[config.mk]
export PLATFORM = sky130hd
export DESIGN_NAME = symtab_ctrl
export DESIGN_NICKNAME = d
export VERILOG_FILES = /design/src/rtl/symtab_pkg.sv /design/src/rtl/symtab_ctrl.sv
export SDC_FILE = /design/constraint.sdc
export NUM_CORES = 1
export LEC_CHECK = 0
export ABC_AREA = 1
export ABC_CLOCK_PERIOD_IN_PS = 1950
export BUFFER_PORTS_ARGS = -buffer_cell sky130_fd_sc_hd__buf_2
export CAP_MARGIN = 25
export CORE_AREA = 2 2 39 41
export DETAILED_ROUTE_END_ITERATION = 12
export DIE_AREA = 0 0 41 43
export GPL_TIMING_DRIVEN = 0
export PLACE_DENSITY = 0.6
export SLEW_MARGIN = 20
export SYNTH_ARGS = -nofsm -noshare
export SYNTH_HDL_FRONTEND = slang
export SYNTH_SLANG_ARGS = --single-unit
[constraint.sdc]
create_clock -name clk -period 1.95 [get_ports clk]
set_input_delay 0.195 -clock clk [delete_from_list [all_inputs] [get_ports clk]]
set_output_delay 0.195 -clock clk [all_outputs]
set_load 0.005 [all_outputs]
[src/rtl/symtab_pkg.sv]
// ----------------------------------------------------------------------------
// symtab_pkg
// Shared constants, codes and control structs of the symbol table block.
// ----------------------------------------------------------------------------
package symtab_pkg;

    localparam int TABLE_DEPTH = 128;
    localparam int KEY_BITS    = 64;
    localparam int IDX_W       = $clog2(TABLE_DEPTH);
    localparam int CNT_W       = $clog2(TABLE_DEPTH + 1);
    localparam int ADDR_W      = 16;
    localparam int CELLS_W     = 16;
    localparam int ATTR_W      = CELLS_W + 2 + ADDR_W;
    localparam int STATUS_W    = 2;

    // request kinds
    localparam logic REQ_LOOKUP = 1'b0;
    localparam logic REQ_INSERT = 1'b1;

    // result status codes
    localparam logic [STATUS_W-1:0] ST_OK        = 2'd0;
    localparam logic [STATUS_W-1:0] ST_NOT_FOUND = 2'd1;
    localparam logic [STATUS_W-1:0] ST_FULL      = 2'd2;
    localparam logic [STATUS_W-1:0] ST_DUPLICATE = 2'd3;

    // result index source
    localparam logic [1:0] SEL_ZERO  = 2'd0;
    localparam logic [1:0] SEL_HIT   = 2'd1;
    localparam logic [1:0] SEL_COUNT = 2'd2;

    typedef logic [KEY_BITS-1:0] key_t;
    typedef logic [ATTR_W-1:0]   attr_t;

    // controller to datapath
    typedef struct packed {
        logic                load;
        logic                start;
        logic                scan;
        logic                write;
        logic                finish;
        logic [STATUS_W-1:0] res_status;
        logic [1:0]          res_sel;
    } dp_cmd_t;

    // datapath to controller
    typedef struct packed {
        logic is_insert;
        logic full;
        logic empty;
        logic hit;
        logic miss;
    } dp_sts_t;

endpackage

[src/rtl/symtab_ctrl.sv]
// ----------------------------------------------------------------------------
// symtab_ctrl
// Sequencer for one request at a time: latch, table checks, key scan,
// append and result hand-off.
// ----------------------------------------------------------------------------
module symtab_ctrl
    import symtab_pkg::*;
(
    input  logic    clk,
    input  logic    rst_n,
    input  logic    in_valid,
    output logic    in_ready,
    output logic    out_valid,
    input  logic    out_ready,
    input  dp_sts_t sts,
    output dp_cmd_t cmd
);

    localparam logic [1:0] S_IDLE   = 2'd0;
    localparam logic [1:0] S_START  = 2'd1;
    localparam logic [1:0] S_SEARCH = 2'd2;

    logic [1:0] state_reg;
    logic [1:0] state_next;
    logic       out_valid_reg;
    logic       out_free;

    assign out_free = !out_valid_reg || out_ready;

    // next state and datapath commands
    always_comb
    begin
        state_next     = state_reg;
        cmd            = '0;
        cmd.res_status = ST_OK;
        cmd.res_sel    = SEL_ZERO;
        in_ready       = 1'b0;
        unique case (state_reg)
            S_IDLE:
            begin
                in_ready = 1'b1;
                if (in_valid)
                begin
                    cmd.load   = 1'b1;
                    state_next = S_START;
                end
            end
            S_START:
            begin
                if (sts.is_insert && sts.full)
                begin
                    if (out_free)
                    begin
                        cmd.finish     = 1'b1;
                        cmd.res_status = ST_FULL;
                        state_next     = S_IDLE;
                    end
                end
                else if (sts.empty)
                begin
                    if (out_free)
                    begin
                        cmd.finish = 1'b1;
                        if (sts.is_insert)
                        begin
                            cmd.write   = 1'b1;
                            cmd.res_sel = SEL_COUNT;
                        end
                        else
                        begin
                            cmd.res_status = ST_NOT_FOUND;
                        end
                        state_next = S_IDLE;
                    end
                end
                else
                begin
                    cmd.start  = 1'b1;
                    state_next = S_SEARCH;
                end
            end
            S_SEARCH:
            begin
                if (sts.hit)
                begin
                    if (out_free)
                    begin
                        cmd.finish = 1'b1;
                        if (sts.is_insert)
                        begin
                            cmd.res_status = ST_DUPLICATE;
                        end
                        else
                        begin
                            cmd.res_sel = SEL_HIT;
                        end
                        state_next = S_IDLE;
                    end
                end
                else if (sts.miss)
                begin
                    if (out_free)
                    begin
                        cmd.finish = 1'b1;
                        if (sts.is_insert)
                        begin
                            cmd.write   = 1'b1;
                            cmd.res_sel = SEL_COUNT;
                        end
                        else
                        begin
                            cmd.res_status = ST_NOT_FOUND;
                        end
                        state_next = S_IDLE;
                    end
                end
                else
                begin
                    cmd.scan = 1'b1;
                end
            end
            default:
            begin
                state_next = S_IDLE;
            end
        endcase
    end

    // state and output valid
    always_ff @(posedge clk or negedge rst_n)
    begin
        if (!rst_n)
        begin
            state_reg     <= S_IDLE;
            out_valid_reg <= 1'b0;
        end
        else
        begin
            state_reg <= state_next;
            if (cmd.finish)
            begin
                out_valid_reg <= 1'b1;
            end
            else if (out_ready)
            begin
                out_valid_reg <= 1'b0;
            end
        end
    end

    assign out_valid = out_valid_reg;

endmodule

==> flow_summary_export.csv <==
group,metric,value,unit
outcome,outcome,"finished, final reports clean",
routing,drt_first_pass_iters,4,
placed_design,dpl.hpwl,692,microns
routing,vias,435,
worst_setup_path,crit_path_start_kind,"register",
global_route,grt_max_degree,7,
sta,finalSetupViolCount,0,
global_route,antenna_found_initial,0,
layout,final_common_cell,"buf_2",
sta,hold_viol,0,
layout,antennaDiodeCount,0,
routing,wl,905,microns
global_route,grt_usage,11.8,%
sta,worst_pin_slew,0.263,ns
sta,post-route-min-period,1.80,ns
synth,avgSynthCellArea,6.21,sq um
clocking,cts-htree-levels,1,
clocking,cts_buffers,3,
clocking,clock_path_buffers,2,
layout,fillerInstances,164,
clocking,cts_tree,"built",
routing,via_per_inst,4.22,
power,vdd_ir_drop_max,0.000552,V
layout,syn2layout_area_growth,51.2,%
clocking,clock_latency,0.23,ns
layout,largest_reg_flops,2,
synth,netlist_area,367,sq um
synth,yosys.area_share.simple,37.2,%
synth,synth_compound_area_share,13.3,%
sta,fin_ws,0.146,ns
routing,drtIter0Drc,3,
floorplan,dieArea,1760,sq um
synth,synth-seq-area-share,20.5,%
sta,slew_viol_final,0,
placed_design,place_area,482,sq um
synth,synth_top_family_by_area,"simple AND/OR/NAND/NOR gates",
synth,yosys.area_share.adder,13.7,%
routing,postRouteAntennaNets,0,
synth,synthMuxAreaShare,0,%
worst_setup_path,r2r_setup_slack,0.63,ns
worst_setup_path,crit_type,"reg2out",
synth,synth_xor_area_share,0,%
clocking,cts-root-buf,"clkbuf_4",
worst_setup_path,cp.required,1.75,ns
synth,synth_edf_count,0,
worst_setup_path,r2r_start,"state_reg[0]",
floorplan,die_w,41,microns
sta,clock.fmax,554,MHz
synth,synthesis.instances,59,
floorplan,rows,14,
sta,slew_headroom,82.3,%
worst_setup_path,crit_path_end_kind,"primary output",
synth,synthFlopType,"dfrtp_1",
layout,final_cell_area,554,sq um
floorplan,core_area,1380,sq um
sta,skew,0.00138,ns
synth,ys_seq_elements,3,
sta,min_period_over_period,92.5,%
flow_run,max-cap-violations,0,
placed_design,place_congestion,0.738,
floorplan,num_io_pins,20,
clocking,numClockSinks,3,
synth,syn-num-nets,72,
routing,drc_errors,0,
worst_setup_path,rr_endpoint,"state_reg[0]",
layout,mostFrequentLayoutCells,"buf_2, nand2_1, inv_1",
global_route,grt_overflow,0,
synth,ys_warn_count,0,
worst_setup_path,worstPathArrival,1.61,ns
power,power.density,1220,nW/um^2
layout,drive_gt1_share,40.2,%
min_path,hp-class,"in2async",
clocking,clk_pin_slew,0.04,ns
synth,ys_types,17,
worst_setup_path,rr_worst_depth,7,
floorplan,start_util,26.5,%
global_route,grt_pass1_vias,352,
placed_design,place_ws,0.289,ns
synth,async_flop_share,100,%
placed_design,io_buffers,19,
layout,final_nets,101,
global_route,grt_pass1_wl,1370,microns
power,leakagePower,0.351,nW
sta,finalSetupTns,0,ns
sta,hold_ws,0.287,ns
routing,wire_per_inst,8.79,microns
worst_setup_path,critPathMaxFanout,6,
floorplan,fp.dieH,43,microns
## how the worst max path moves through the flow
stage,start,to,slack (ns),cells past startpoint
finish,state_reg[0],cmd[5],0.15,8
global route,state_reg[1],cmd[5],-0.003,8
CTS,state_reg[0],cmd[5],0.03,8
detailed placement,state_reg[0],cmd[5],0.29,8
global placement,state_reg[0],cmd[5],0.34,8
floorplan,state_reg[0],cmd[5],0.48,7
## metrics by stage
step | utilization [%] | power (mW) | instances
after floorplan | - | 0.390 | 59
after global placement | 34.8 | 0.507 | 94
after detailed placement | 34.8 | 0.513 | 94
after CTS | 37.4 | 0.632 | 99
after global routing | 40.1 | 0.754 | 103
final | 40.1 | 0.679 | 103
## cells in the mapped netlist (2+ instances only)
cell type | count | share of area (%)
nand2_1 | 16 | 16
inv_1 | 13 | 13
nor2_1 | 5 | 5.1
ha_1 | 4 | 14
nand3_1 | 4 | 5.5
dfrtp_1 | 3 | 20
nand2_2 | 3 | 5.1
o21ai_0 | 2 | 2.7
## timing repair
item                                    4_1_cts  5_1_grt
endpoints found under the hold margin         3        0
buffers inserted                              0        4
hold buffers                                  1        0
gates resized for setup                       0        2
endpoints found under the setup margin        0        2
## cell families (layout without fill, tap and decap cells)
logic type                 Yosys count  in the layout
adders and majority gates            4              4
buffers and inverters               14             42
and+or+nand+nor                     31             31
AOI/OAI and AO/OA                    7              7
DFF                                  3              3
## layout make-up
class                      count  area (sq um)  share of cell area (%)
tap                           16          20.0                    3.61
sequential                     3          75.1                    13.5
clock buffer                   4          26.3                    4.74
inverter                      13          48.8                    8.80
multi-input combinational     42           241                    43.6
buffer                         1          7.51                    1.35
timing repair buffer          24           135                    24.4
## where the power goes
part,total [mW],internal (mW),switching (mW)
logic,0.455,0.201,0.254
clock network,0.109,0.0767,0.0322
registers,0.115,0.0898,0.0251
## metal layers
| layer | global-route usage (%) | vias up | wire (microns) |
|---|---|---|---|
| met5 | 0 | - | 0 |
| met2 | 15.9 | 13 | 430 |
| met1 | 15.6 | 185 | 425 |
| li1 | - | 237 | - |
| met4 | 8.00 | 0 | 0 |
| met3 | 3.14 | 0 | 49 |
## worst max-delay path: stages (launching register included)
cell	delay (ns)
dfrtp_1	0.39
inv_1	0.11
ha_2	0.24
nand3_1	0.15
o21ai_2	0.09
nand2_1	0.08
a21oi_2	0.12
buf_4	0.11
buf_2	0.09
Power figures use the tool's default switching activity.
